$ cat config.mk
export PLATFORM = sky130hd
export DESIGN_NAME = serial_line_editor_with_echo_core_flat
export DESIGN_NICKNAME = d
export VERILOG_FILES = /design/src/hdl/sle_pkg.sv /design/src/hdl/sle_if.sv /design/src/hdl/sle_front.sv /design/src/hdl/sle_fifo.sv /design/src/hdl/sle_back.sv /design/src/hdl/serial_line_editor_with_echo_core.sv /design/src/flat_wrapper.sv
export SDC_FILE = /design/constraint.sdc
export NUM_CORES = 1
export LEC_CHECK = 0
export ABC_AREA = 1
export BUFFER_PORTS_ARGS = -buffer_cell sky130_fd_sc_hd__clkbuf_2
export CAP_MARGIN = 15
export CORE_UTILIZATION = 50
export CTS_CLUSTER_DIAMETER = 50
export DETAILED_ROUTE_END_ITERATION = 10
export PLACE_DENSITY = 0.66
export SLEW_MARGIN = 20
export SYNTH_ARGS = -nofsm -noshare
export SYNTH_HDL_FRONTEND = slang
export SYNTH_SLANG_ARGS = --single-unit
$ cat constraint.sdc
create_clock -name clk -period 7.9 [get_ports clk]
set_input_delay 0 -clock clk [delete_from_list [all_inputs] [get_ports clk]]
set_output_delay 0 -clock clk [all_outputs]
set_load 0.01 [all_outputs]
$ cat src/hdl/sle_pkg.sv
// Shared types, character codes and helpers for the serial line editor.
// No dependencies; every other file but sle_if imports this package.
`default_nettype none

package sle_pkg;

	localparam int LINE_DEPTH_DEF = 32;
	localparam int FIFO_DEPTH     = 4;
	localparam int LEN_W          = 6;

	localparam logic [7:0] CH_BS    = 8'h08;
	localparam logic [7:0] CH_LF    = 8'h0A;
	localparam logic [7:0] CH_CR    = 8'h0D;
	localparam logic [7:0] CH_ESC   = 8'h1B;
	localparam logic [7:0] CH_SPACE = 8'h20;
	localparam logic [7:0] CH_TILDE = 8'h7E;
	localparam logic [7:0] CH_DEL   = 8'h7F;

	// Edit commands handed from the front to the back.
	typedef enum logic [1:0] {
		OP_PUT,
		OP_DEL,
		OP_CR
	} op_t;

	typedef struct packed {
		op_t        op;
		logic [7:0] data;
	} cmd_t;

	function automatic logic hex_or_space(input logic [7:0] c);
		return (c >= 8'h30 && c <= 8'h39) || (c >= 8'h61 && c <= 8'h66) ||
			(c >= 8'h41 && c <= 8'h46) || (c == CH_SPACE);
	endfunction

endpackage

`default_nettype wire

$ cat src/hdl/sle_if.sv
// Valid/ready channel interfaces for received bytes and echo words.
// No dependencies.
`default_nettype none

interface sle_rx_if;
	logic       valid;
	logic       ready;
	logic [7:0] rx_byte;

	modport source (output valid, output rx_byte, input ready);
	modport sink (input valid, input rx_byte, output ready);
endinterface

interface sle_echo_if;
	logic       valid;
	logic       ready;
	logic [7:0] echo_byte;
	logic       last_of_run;
	logic       line_done;
	logic       line_well_formed;
	logic [5:0] line_length;

	modport source (output valid, output echo_byte, output last_of_run, output line_done,
		output line_well_formed, output line_length, input ready);
	modport sink (input valid, input echo_byte, input last_of_run, input line_done,
		input line_well_formed, input line_length, output ready);
endinterface

`default_nettype wire

$ cat src/hdl/sle_front.sv
// Input side: escape skipping and byte classification into edit commands.
// Depends on sle_pkg and sle_rx_if.
`default_nettype none

module sle_front (
	input  wire logic          clk,
	input  wire logic          arst_n,
	sle_rx_if.sink             rx,
	output sle_pkg::cmd_t      cmd,
	output logic               cmd_valid,
	input  wire logic          cmd_ready
);
	import sle_pkg::*;

	logic [1:0] skip_q;
	logic       take;
	logic       is_cmd;

	assign rx.ready = cmd_ready;
	assign take     = rx.valid && rx.ready;

	always_comb begin
		is_cmd   = 1'b0;
		cmd.op   = OP_PUT;
		cmd.data = rx.rx_byte;
		if (rx.rx_byte == CH_DEL) begin
			is_cmd = 1'b1;
			cmd.op = OP_DEL;
		end else if (rx.rx_byte == CH_CR) begin
			is_cmd = 1'b1;
			cmd.op = OP_CR;
		end else if (rx.rx_byte >= CH_SPACE && rx.rx_byte <= CH_TILDE) begin
			is_cmd = 1'b1;
		end
	end

	// Pushes only while no escape bytes are pending.
	assign cmd_valid = rx.valid && (skip_q == 2'd0) && is_cmd;

	always_ff @(posedge clk or negedge arst_n) begin
		if (!arst_n) begin
			skip_q <= 2'd0;
		end else if (take) begin
			if (skip_q != 2'd0) begin
				skip_q <= skip_q - 2'd1;
			end else if (rx.rx_byte == CH_ESC) begin
				skip_q <= 2'd2;
			end
		end
	end

endmodule

`default_nettype wire

$ cat src/hdl/sle_fifo.sv
// Short command queue between front and back.
// Depends on sle_pkg.
`default_nettype none

module sle_fifo (
	input  wire logic          clk,
	input  wire logic          arst_n,
	input  wire sle_pkg::cmd_t push_cmd,
	input  wire logic          push_valid,
	output logic               push_ready,
	output sle_pkg::cmd_t      pop_cmd,
	output logic               pop_valid,
	input  wire logic          pop_ready
);
	import sle_pkg::*;

	localparam int PW = $clog2(FIFO_DEPTH);

	cmd_t          entry_q [FIFO_DEPTH];
	logic [PW-1:0] wr_ptr_q;
	logic [PW-1:0] rd_ptr_q;
	logic [PW:0]   cnt_q;
	logic          do_push;
	logic          do_pop;

	assign push_ready = (cnt_q != (PW+1)'(FIFO_DEPTH));
	assign pop_valid  = (cnt_q != '0);
	assign pop_cmd    = entry_q[rd_ptr_q];
	assign do_push    = push_valid && push_ready;
	assign do_pop     = pop_valid && pop_ready;

	always_ff @(posedge clk) begin
		if (do_push) begin
			entry_q[wr_ptr_q] <= push_cmd;
		end
	end

	always_ff @(posedge clk or negedge arst_n) begin
		if (!arst_n) begin
			wr_ptr_q <= '0;
			rd_ptr_q <= '0;
			cnt_q    <= '0;
		end else begin
			if (do_push) begin
				wr_ptr_q <= wr_ptr_q + PW'(1);
			end
			if (do_pop) begin
				rd_ptr_q <= rd_ptr_q + PW'(1);
			end
			if (do_push && !do_pop) begin
				cnt_q <= cnt_q + (PW+1)'(1);
			end else if (!do_push && do_pop) begin
				cnt_q <= cnt_q - (PW+1)'(1);
			end
		end
	end

endmodule

`default_nettype wire

$ cat src/hdl/sle_back.sv
// Execution side: line store, fill count, end-of-line format scan, echo register.
// Depends on sle_pkg and sle_echo_if.
`default_nettype none

module sle_back #(
	parameter int LINE_DEPTH = sle_pkg::LINE_DEPTH_DEF
) (
	input  wire logic          clk,
	input  wire logic          arst_n,
	input  wire sle_pkg::cmd_t cmd,
	input  wire logic          cmd_valid,
	output logic               cmd_ready,
	sle_echo_if.source         echo
);
	import sle_pkg::*;

	localparam int AW = $clog2(LINE_DEPTH);
	localparam int CW = $clog2(LINE_DEPTH + 1);

	typedef enum logic [2:0] {
		ST_IDLE,
		ST_DEL_SP,
		ST_DEL_BS,
		ST_SCAN,
		ST_CR,
		ST_LF
	} state_t;

	state_t         state_q;
	logic [CW-1:0]  fill_q;
	logic [CW-1:0]  scan_idx_q;
	logic           bad_q;
	logic           sp2_q;
	logic           sp3_q;
	logic           rd_v_s1;
	logic [CW-1:0]  rd_pos_s1;
	logic [7:0]     rdata_s1;
	logic [7:0]     store [LINE_DEPTH];

	logic           out_valid_q;
	logic [7:0]     echo_byte_q;
	logic           last_q;
	logic           done_q;
	logic           well_q;
	logic [LEN_W-1:0] len_q;

	logic           can_load;
	logic           full;
	logic           scan_rd;
	logic           wr_en;
	logic           ld;
	logic [7:0]     ld_byte;
	logic           ld_last;
	logic           ld_done;
	logic           ld_well;
	logic [LEN_W-1:0] ld_len;

	assign can_load = !out_valid_q || echo.ready;
	assign full     = (fill_q == CW'(LINE_DEPTH));
	assign scan_rd  = (state_q == ST_SCAN) && (scan_idx_q < fill_q);
	assign cmd_ready = (state_q == ST_IDLE) && can_load;
	assign wr_en    = cmd_valid && cmd_ready && (cmd.op == OP_PUT) && !full;

	assign echo.valid            = out_valid_q;
	assign echo.echo_byte        = echo_byte_q;
	assign echo.last_of_run      = last_q;
	assign echo.line_done        = done_q;
	assign echo.line_well_formed = well_q;
	assign echo.line_length      = len_q;

	always_ff @(posedge clk) begin
		if (wr_en) begin
			store[fill_q[AW-1:0]] <= cmd.data;
		end
		if (scan_rd) begin
			rdata_s1 <= store[scan_idx_q[AW-1:0]];
		end
	end

	always_comb begin
		ld      = 1'b0;
		ld_byte = CH_BS;
		ld_last = 1'b0;
		ld_done = 1'b0;
		ld_well = 1'b0;
		ld_len  = '0;
		unique case (state_q)
			ST_IDLE: begin
				if (cmd_valid && can_load) begin
					case (cmd.op)
						OP_PUT: begin
							ld      = !full;
							ld_byte = cmd.data;
							ld_last = 1'b1;
						end
						OP_DEL: ld = (fill_q != '0);
						default: ld = 1'b0;
					endcase
				end
			end
			ST_DEL_SP: begin
				ld      = can_load;
				ld_byte = CH_SPACE;
			end
			ST_DEL_BS: begin
				ld      = can_load;
				ld_last = 1'b1;
			end
			ST_SCAN: ld = 1'b0;
			ST_CR: begin
				ld      = can_load;
				ld_byte = CH_CR;
			end
			ST_LF: begin
				ld      = can_load;
				ld_byte = CH_LF;
				ld_last = 1'b1;
				ld_done = 1'b1;
				ld_well = !bad_q && (sp2_q || sp3_q);
				ld_len  = LEN_W'(fill_q);
			end
			default: ld = 1'b0;
		endcase
	end

	always_ff @(posedge clk or negedge arst_n) begin
		if (!arst_n) begin
			state_q     <= ST_IDLE;
			fill_q      <= '0;
			scan_idx_q  <= '0;
			bad_q       <= 1'b0;
			sp2_q       <= 1'b0;
			sp3_q       <= 1'b0;
			rd_v_s1     <= 1'b0;
			rd_pos_s1   <= '0;
			out_valid_q <= 1'b0;
			echo_byte_q <= '0;
			last_q      <= 1'b0;
			done_q      <= 1'b0;
			well_q      <= 1'b0;
			len_q       <= '0;
		end else begin
			rd_v_s1   <= scan_rd;
			rd_pos_s1 <= scan_idx_q;

			unique case (state_q)
				ST_IDLE: begin
					if (cmd_valid && cmd_ready) begin
						case (cmd.op)
							OP_PUT: begin
								if (!full) begin
									fill_q <= fill_q + CW'(1);
								end
							end
							OP_DEL: begin
								if (fill_q != '0) begin
									fill_q  <= fill_q - CW'(1);
									state_q <= ST_DEL_SP;
								end
							end
							OP_CR: begin
								scan_idx_q <= '0;
								bad_q      <= 1'b0;
								sp2_q      <= 1'b0;
								sp3_q      <= 1'b0;
								state_q    <= ST_SCAN;
							end
							default: state_q <= ST_IDLE;
						endcase
					end
				end
				ST_DEL_SP: if (can_load) state_q <= ST_DEL_BS;
				ST_DEL_BS: if (can_load) state_q <= ST_IDLE;
				ST_SCAN: begin
					if (scan_rd) begin
						scan_idx_q <= scan_idx_q + CW'(1);
					end
					if (rd_v_s1) begin
						if (!hex_or_space(rdata_s1)) begin
							bad_q <= 1'b1;
						end
						if (rd_pos_s1 == CW'(2) && rdata_s1 == CH_SPACE) begin
							sp2_q <= 1'b1;
						end
						if (rd_pos_s1 == CW'(3) && rdata_s1 == CH_SPACE) begin
							sp3_q <= 1'b1;
						end
					end
					if (!scan_rd && !rd_v_s1) begin
						state_q <= ST_CR;
					end
				end
				ST_CR: if (can_load) state_q <= ST_LF;
				ST_LF: begin
					if (can_load) begin
						fill_q  <= '0;
						state_q <= ST_IDLE;
					end
				end
				default: state_q <= ST_IDLE;
			endcase

			if (ld) begin
				out_valid_q <= 1'b1;
				echo_byte_q <= ld_byte;
				last_q      <= ld_last;
				done_q      <= ld_done;
				well_q      <= ld_well;
				len_q       <= ld_len;
			end else if (echo.ready) begin
				out_valid_q <= 1'b0;
			end
		end
	end

endmodule

`default_nettype wire

$ cat src/hdl/serial_line_editor_with_echo_core.sv
// Top level of the serial line editor: front, command queue and back.
// Depends on sle_pkg, sle_if, sle_front, sle_fifo and sle_back.
//
// Usage:
//   rx   : valid/ready channel of received terminal bytes (rx_byte).
//   echo : valid/ready channel of echo words. Each word carries echo_byte,
//          last_of_run (final word of one input byte), and on the LF word of
//          a carriage return line_done, line_well_formed and line_length.
//   Printable bytes are stored and echoed while the line has room; DEL
//   echoes BS, SP, BS and drops the last character; ESC swallows the next
//   two bytes; CR echoes CR, LF and reports the finished line.
// Timing:
//   The front takes one byte per cycle, while the queue has room, into a
//   four-entry command queue. The back runs one command at a time; DEL
//   echoes its three words from the idle, DEL_SP and DEL_BS states. CR
//   walks the line store one character per cycle through a registered
//   read port before the CR/LF pair leaves. The first echo word of a
//   byte passes through the command queue and the echo register.
// Reset (arst_n low) empties the queue, the line and any pending escape;
//   the store contents are left as they are.
// A stall on echo holds the current word; the back waits, the queue
//   fills, and only then rx.ready drops.
`default_nettype none

module serial_line_editor_with_echo_core #(
	parameter int LINE_DEPTH = sle_pkg::LINE_DEPTH_DEF
) (
	input  wire logic  clk,
	input  wire logic  arst_n,
	sle_rx_if.sink     rx,
	sle_echo_if.source echo
);
	import sle_pkg::*;

	cmd_t fr_cmd;
	logic fr_valid;
	logic fr_ready;
	cmd_t bk_cmd;
	logic bk_valid;
	logic bk_ready;

	// classify and drop escape-skipped bytes
	sle_front u_front (
		.clk       (clk),
		.arst_n    (arst_n),
		.rx        (rx),
		.cmd       (fr_cmd),
		.cmd_valid (fr_valid),
		.cmd_ready (fr_ready)
	);

	// decouples byte intake from echo back-pressure
	sle_fifo u_fifo (
		.clk        (clk),
		.arst_n     (arst_n),
		.push_cmd   (fr_cmd),
		.push_valid (fr_valid),
		.push_ready (fr_ready),
		.pop_cmd    (bk_cmd),
		.pop_valid  (bk_valid),
		.pop_ready  (bk_ready)
	);

	// line store, format scan and echo register
	sle_back #(
		.LINE_DEPTH (LINE_DEPTH)
	) u_back (
		.clk       (clk),
		.arst_n    (arst_n),
		.cmd       (bk_cmd),
		.cmd_valid (bk_valid),
		.cmd_ready (bk_ready),
		.echo      (echo)
	);

endmodule

`default_nettype wire

$ cat src/flat_wrapper.sv
// flat-port wrapper written by rule: the top's interface ports become plain ports
module serial_line_editor_with_echo_core_flat import sle_pkg::*;
#(
	parameter int LINE_DEPTH = sle_pkg::LINE_DEPTH_DEF
)
  (clk, arst_n, rx_valid, rx_rx_byte, rx_ready, echo_valid, echo_echo_byte, echo_last_of_run, echo_line_done, echo_line_well_formed, echo_line_length, echo_ready);
  sle_rx_if rx_i ();
  sle_echo_if echo_i ();
  input  wire logic clk;
  input  wire logic arst_n;
  input wire logic [$bits(rx_i.valid)-1:0] rx_valid;
  input wire logic [$bits(rx_i.rx_byte)-1:0] rx_rx_byte;
  output wire logic [$bits(rx_i.ready)-1:0] rx_ready;
  output wire logic [$bits(echo_i.valid)-1:0] echo_valid;
  output wire logic [$bits(echo_i.echo_byte)-1:0] echo_echo_byte;
  output wire logic [$bits(echo_i.last_of_run)-1:0] echo_last_of_run;
  output wire logic [$bits(echo_i.line_done)-1:0] echo_line_done;
  output wire logic [$bits(echo_i.line_well_formed)-1:0] echo_line_well_formed;
  output wire logic [$bits(echo_i.line_length)-1:0] echo_line_length;
  input wire logic [$bits(echo_i.ready)-1:0] echo_ready;
  assign rx_i.valid = rx_valid;
  assign rx_i.rx_byte = rx_rx_byte;
  assign rx_ready = rx_i.ready;
  assign echo_valid = echo_i.valid;
  assign echo_echo_byte = echo_i.echo_byte;
  assign echo_last_of_run = echo_i.last_of_run;
  assign echo_line_done = echo_i.line_done;
  assign echo_line_well_formed = echo_i.line_well_formed;
  assign echo_line_length = echo_i.line_length;
  assign echo_i.ready = echo_ready;
  serial_line_editor_with_echo_core #(.LINE_DEPTH(LINE_DEPTH)) u_core (.clk(clk), .arst_n(arst_n), .rx(rx_i), .echo(echo_i));
endmodule
==> results_dict.tcl, run 1 <==
set metrics [dict create \
    synthMuxAreaShare 0.000724 \
    drt_iter0_drc 1093 \
    cts_hold_buf 11 \
    total_power_w 0.00638 \
    synth_top_family_by_area "simple AND/OR/NAND/NOR gates" \
    io-pin-count 31 \
    routedWlPerCell_um 18.7 \
    crit_path_cell_trace "clkinv_1 > nand2_1 > a32oi_1 > inv_1 > ha_1 > nand2_4 > nor2_8 > nand2_4 > inv_12 > nand3_4 > nor2_1" \
    nNetsFinal 1547 \
    numCtsBuffers 38 \
    cts_htree_levels 2 \
    fp.dieArea_mm2 0.0318 \
    overflow 0 \
    syn_to_final_growth_pct 11.4 \
    grt_pass1_wl_um 55900 \
    vias 10400 \
    stdcell_count 1937 \
    core_mm2 0.0306 \
    grt_max_degree 132 \
    clock_latency_ns 0.53 \
    post_cts_buffers 0 \
    final_max_slew_viol_count 0 \
    layout_min_cycle_time_ns 3.63 \
    holdCritPathClass "input port to async pin" \
    finalClockSkew_ns 0.0328 \
    cts_root_buf "clkbuf_16" \
    critical_path_arrival_ns 3.77 \
    placed_cells 1858 \
    finalHoldViolations 0 \
    syn_nets 1514 \
    routed_via_density 5.39 \
    crit_type "flip-flop to flip-flop" \
    antenna_found_initial 0 \
    die_h_um 178 \
    met1_length_um 16000 \
    ant_nets 0 \
    synth_compound_area_frac 0.0421 \
    path_clk_slew_ns 0.06 \
    internal-power_w 0.00402 \
    cp-end-kind "flip-flop" \
    crit_fanout 25 \
    synth.ff_latch_count 356 \
    num_antenna_cells 0 \
    cts_tree "done" \
    synth-simple-area-share 0.221 \
    leakage_nw 6.88 \
    place_congestion 0.883 \
    setup-violations-final 0 \
    port_buffers 30 \
    status "completed" \
    swShare 0.371 \
    seq_area_frac_synth 0.671 \
    final_common_cell "nand2_1" \
    yosysWarningCount 0 \
    yosysTopAreaCellShare 0.587 \
    cts_resized 0 \
    synthAdderAreaFrac 0.0187 \
    switchingPower_w 0.00237 \
    clockBufferDepth 3 \
    routed.top_layer "met4" \
    grt_pass1_vias 10000 \
    die_x_um 178 \
    max_freq_ghz 0.276 \
    yosysUniqueCellTypes 40 \
    syn_inst 1480 \
    p_clk_frac 0.267 \
    drtPass1Iterations 6 \
    p_seq_frac 0.413 \
    clock-sinks 356 \
    p_comb_frac 0.320 \
    grt_usage 0.235 \
    holdWs_ns 0.141 \
    dp_hpwl_um 22700 \
    wl_met2_um 16600 \
    path_common_cell "nand2_4" \
    slowest_stage "dfrtp_1" \
    maxCapViolCount 0 \
    drt-total-wl_um 36200 \
    critPathLaunchType "flip-flop" \
    drive_above_1_share 0.0967 \
    netlist_area_mm2 0.0156 \
    timing.final.crit_share 0.459 \
    crit_required_ns 8.04 \
    reg2reg_slack_ns 4.27 \
    multiInputGateArea_mm2 0.00447 \
    rsz0062_at_grt "false" \
    initial_core_util 0.508 \
    std_cell_rows 64 \
    final_util 0.566 \
    layout_common_cells "nand2_1 (414), edfxtp_1 (304), nor2_1 (220), nand3_1 (128), o21ai_0 (82)" \
    maxSlewHeadroom 0.328 \
    vdd_drop_max_mv 0.296 \
    seq_area_mm2 0.0104 \
    syn_avg_cell_area_um2 10.5 \
    max_stage_delay_ns 0.79 \
    synth-xor-area-share 0.00451 \
    yosysTopAreaCell "edfxtp_1" \
    drc_errors 0 \
    worst_pin_slew_ns 1.00 \
    route.met3.wl_um 2740 \
    power_density_mw_per_mm2 369 \
    fillers 2577 \
    tns_ns 0 \
    synth_area_leaders "edfxtp_1 (59%), nand2_1 (10%), dfrtp_1 (8.4%), nor2_1 (5.3%), nand3_1 (4.1%)" \
]
## final timing paths
| path | start | end | depth (start not counted) |
|---|---|---|---|
| max | u_core.u_fifo.rd_ptr_q[0] | u_core.u_back.store[18][5] | 11 |
| min reg2reg | u_core.u_back.scan_idx_q[1] | u_core.u_back.rd_pos_s1[1] | 0 |
| max reg2reg | u_core.u_fifo.rd_ptr_q[0] | u_core.u_back.store[18][5] | 11 |
| max in group asynchronous | arst_n | u_core.u_back.scan_idx_q[0] | 3 |
| min in group clk | rx_rx_byte[6] | u_core.u_fifo.entry_q[1][6] | 2 |
| min | arst_n | u_core.u_fifo.wr_ptr_q[1] | 3 |
## power by group through the flow
stage / Clock [W] / Sequential (W) / Combinational, W
3_3_place_gp: 0 / 0.00267 / 0.00201
3_5_place_dp: 0 / 0.00267 / 0.00205
2_1_floorplan: 0 / 0.00257 / 0.00133
5_1_grt: 0.00180 / 0.00266 / 0.00229
6_report: 0.00170 / 0.00264 / 0.00205
4_1_cts: 0.00173 / 0.00263 / 0.00206
## sequential cells by signal (all words and copies together) (netlist names), 2 cells and up
register                        count
u_core.u_back.echo.echo_byte        8
u_core.u_back.echo.line_length      6
u_core.u_back.fill_q                6
u_core.u_back.rd_pos_s1             6
u_core.u_back.rdata_s1              8
u_core.u_back.scan_idx_q            6
u_core.u_back.state_q               3
u_core.u_back.store               256
u_core.u_fifo.cnt_q                 3
u_core.u_fifo.entry_q              40
u_core.u_fifo.rd_ptr_q              2
u_core.u_fifo.wr_ptr_q              2
u_core.u_front.skip_q               2
## logic make-up (layout without fill, tap and decap cells)
kind of cell | count (synthesis) | count (layout)
AND/OR/NAND/NOR | 816 | 816
flip-flops | 356 | 356
buffers and inverters | 152 | 213
AO/OA/AOI/OAI | 125 | 125
adder cells (fa/ha/maj) | 22 | 22
XOR/XNOR | 8 | 8
multiplexers | 1 | 1
## stage by stage
step           cell area [um2]  setup WS, ns
6_report                 17300          4.27
5_1_grt                  17300          3.85
4_1_cts                  17300          4.28
3_5_place_dp             16000          4.31
3_3_place_gp             16000          4.40
2_1_floorplan            15600          5.41
## critical path, delay by kind of cell (launching register included)
| family | cells | cell delay, ns |
|---|---|---|
| AND/OR/NAND/NOR | 6 | 1.28 |
| buffers and inverters | 3 | 0.80 |
| flip-flops | 1 | 0.79 |
| adder cells (fa/ha/maj) | 1 | 0.23 |
| AO/OA/AOI/OAI | 1 | 0.13 |
## per-layer routing
metal / vias to the layer above / global-route usage
met2: 397 / 0.364
met5: - / 0
li1: 5019 / -
met4: 0 / 0.0636
met3: 70 / 0.0450
met1: 4948 / 0.340
## cells in the mapped netlist
library cell and count:
inv_4 1, buf_12 1, nor2_4 1, o21ai_1 5, nor3_1 8, xor2_1 6
o21ai_0 82, a21oi_1 30, a21boi_0 2, dfrtp_1 52, o211ai_1 1, inv_2 4
edfxtp_1 304, nand3_4 1, fa_1 2, nand2_4 5, buf_6 1, buf_4 3
mux2_2 1, a21oi_4 1, nand3_1 128, buf_1 8, clkinv_1 3, o22ai_1 2
clkbuf_1 15, and2_1 2, nand4_1 4, nor2_1 221, or2_2 3, inv_12 1
buf_2 34, nand2_2 20, ha_1 20, nor2_2 2, a32oi_1 2, nand2_1 414
xnor2_1 2, nor2_8 2, nand3_2 5, inv_1 81
## cell type report
| type | instances | share of cell area |
|---|---|---|
| clock buffers | 47 | 0.0581 |
| well taps | 396 | 0.0286 |
| inverters | 90 | 0.0204 |
| clock inverters | 21 | 0.0107 |
| flip-flops and latches | 356 | 0.603 |
| multi-input cells | 972 | 0.258 |
| repair buffers | 55 | 0.0213 |
Power figures use the tool's default switching activity.
==> run 2: changes to the inputs <==
Settings changed: ABC_AREA 1 to 0.
Clock period 7.9 ns to 3.5 ns, I/O delays scaled along.
==> run 2 against run 1 <==
Count of clock-buffer cells in the layout is 1 higher. Sequential power is 120% higher. Worst setup slack lost 4.0 ns. Combinational power increased by 120%. Core utilization grew 2.1 points. Final area shrank 2.0%. Power rose by 120%. Fmax up 12%. Critical endpoint is now u_core.u_back.fill_q[5]. Largest cell class unchanged. Highest routed layer unchanged.
==> results_dict.tcl, run 2 <==
set metrics [dict create \
    status "completed" \
    multiInputGateArea_mm2 0.00407 \
    final_max_slew_viol_count 0 \
    vdd_drop_max_mv 0.491 \
    overflow 0 \
    layout_common_cells "edfxtp_1 (304), mux2i_1 (82), buf_4 (57), dfrtp_1 (50), nor2_1 (49)" \
    numCtsBuffers 38 \
    critical_path_arrival_ns 3.64 \
    final_util 0.587 \
    syn_inst 894 \
    seq_area_mm2 0.0104 \
    max_stage_delay_ns 0.58 \
    crit_path_cell_trace "mux4_2 > ha_1 > buf_4 > ha_1 > o21ai_0 > o211a_1 > a2111oi_0 > nor3b_1 > a221o_1" \
    cp-end-kind "flip-flop" \
    synth_compound_area_frac 0.0596 \
    power_density_mw_per_mm2 837 \
    synth-simple-area-share 0.0647 \
    nNetsFinal 1018 \
    synth.ff_latch_count 356 \
    drt-total-wl_um 30900 \
    max_freq_ghz 0.308 \
    yosysMostFrequentCell "edfxtp_1" \
    syn_avg_cell_area_um2 16.5 \
    maxCapViolCount 0 \
    ant_nets 0 \
    reg2reg_slack_ns 0.25 \
    ys.flop_type "edfxtp_1" \
    io-pin-count 31 \
    leakage_nw 5.80 \
    path_common_cell "ha_1" \
    holdCritPathClass "input port to async pin" \
    drtPass1Iterations 5 \
    yosysTopAreaCell "edfxtp_1" \
    finalHoldViolations 0 \
    die_h_um 174 \
    clock_latency_ns 0.52 \
    synthAdderAreaFrac 0.0196 \
    stdcell_area_mm2 0.0170 \
    routedWlPerCell_um 22.1 \
    cts_root_buf "clkbuf_16" \
    fp.dieArea_mm2 0.0303 \
    rsz0062_at_grt "false" \
    setup-violations-final 0 \
    yosysTopAreaCellShare 0.617 \
    r2r_cells 9 \
    synthTopCellsByCount "edfxtp_1 (304), mux2i_1 (82), dfrtp_1 (52)" \
    die_x_um 174 \
    drc_errors 0 \
    synthMuxAreaShare 0.126 \
    initial_core_util 0.511 \
    largest_reg_flops 256 \
    post_dp_cell_area_mm2 0.0156 \
    dp_hpwl_um 19300 \
    total_power_w 0.0142 \
    cp-startpoint "u_core.u_fifo.rd_ptr_q[0]" \
    grt_pass1_wl_um 46900 \
    crit_type "flip-flop to flip-flop" \
    core_mm2 0.0289 \
    routed_via_density 5.78 \
    crit_fanout 10 \
    crit_required_ns 3.89 \
    port_buffers 30 \
    worst_pin_slew_ns 0.878 \
    final_common_cell "edfxtp_1" \
    fillers 2171 \
    yosysWarningCount 0 \
    maxSlewHeadroom 0.415 \
    clock-sinks 356 \
    grt_pass1_vias 8051 \
    syn_nets 928 \
    slowest_stage "a2111oi_0" \
    synth_area_leaders "edfxtp_1 (62%), dfrtp_1 (8.8%), mux4_2 (6.4%), mux2i_1 (5.6%), ha_1 (1.7%)" \
    synth_top_family_by_area "multiplexers" \
    std_cell_rows 62 \
    layout_min_cycle_time_ns 3.25 \
    grt_max_degree 38 \
    clockBufferDepth 3 \
    synth-xor-area-share 0.00533 \
    grt_usage 0.208 \
    antenna_found_initial 0 \
    synth-edff-count 304 \
    cts_tree "done" \
    syn_to_final_growth_pct 14.8 \
    place_congestion 0.859 \
    yosysUniqueCellTypes 60 \
    num_antenna_cells 0 \
    ys_async_sr_fraction 0.146 \
    netlist_area_mm2 0.0148 \
    vias 8080 \
    cts_htree_levels 2 \
    critPathLaunchType "flip-flop" \
    finalClockSkew_ns 0.0172 \
    tns_ns 0 \
    drt_iter0_drc 666 \
    drive_above_1_share 0.200 \
    timing.final.crit_share 0.929 \
    worstReg2RegStart "u_core.u_fifo.rd_ptr_q[0]" \
    path_clk_slew_ns 0.05 \
    seq_area_frac_synth 0.705 \
]
## run 2: cell types whose count changed after synthesis, sizes merged, moves of 14 or more
cell   previous run  this run
inv              87        19
a22o              0        24
mux4              0        42
nand3           134        33
mux2i             0        82
buf              47        20
nor2            226        49
o21ai            87        19
a21oi            31        17
nand2           439        37
## run 2: cells by family (layout without fill, tap and decap cells)
group | count (synthesis) | count (layout)
XOR/XNOR | 9 | 9
buffers and inverters | 67 | 186
AO/OA/AOI/OAI | 119 | 119
flip-flops | 356 | 356
multiplexers | 132 | 132
AND/OR/NAND/NOR | 189 | 189
adder cells (fa/ha/maj) | 22 | 22
## run 2: stage by stage
step	setup WS (ns)	hold slack, ns	instances
after global routing	0.0614	0.217	1397
after detailed placement	0.197	0.150	1317
after global placement	0.279	0.152	1317
final	0.248	0.138	1397
after floorplan	0.243	-0.296	894
after CTS	0.198	0.149	1397
## run 2: where the power goes
part | internal, W | total (W) | switching (W)
sequential | 0.00547 | 0.00588 | 0.000406
combinational | 0.00169 | 0.00443 | 0.00274
clock | 0.00235 | 0.00390 | 0.00155
## run 2: worst paths after layout
kind / to
hold reg to reg: u_core.u_back.sp2_q
setup / recovery: u_core.u_back.fill_q[5]
max in group asynchronous: u_core.u_back.rd_pos_s1[0]
setup reg to reg: u_core.u_back.fill_q[5]
min in group clk: u_core.u_fifo.entry_q[2][5]
hold / removal: u_core.u_fifo.wr_ptr_q[1]
## run 2: critical path: cells and delay by family, from the launching register on
family | cells | cell delay (ns)
AO/OA/AOI/OAI | 4 | 1.21
adder cells (fa/ha/maj) | 2 | 0.58
buffers and inverters | 1 | 0.19
flip-flops | 1 | 0.48
multiplexers | 1 | 0.56
AND/OR/NAND/NOR | 1 | 0.12
## run 2: metal layers
layer | global-route usage | share of wire
met5 | 0 | 0
met4 | 0.0610 | 0.022
met3 | 0.0451 | 0.064
met2 | 0.336 | 0.49
met1 | 0.285 | 0.43
## run 2: timing repair
item | 4_1_cts | 5_1_grt
setup buffers | 0 | 0
setup endpoints to repair | 0 | 1
hold endpoints to repair | 75 | 0
resized for setup | 0 | 1
hold buffers | 11 | 0
## run 2: area by class of cell
type	count	share of cell area
repair buffers	98	0.0405
inverters	19	0.00420
clock inverters	21	0.0106
clock buffers	48	0.0620
flip-flops and latches	356	0.615
multi-input cells	471	0.240
well taps	384	0.0283
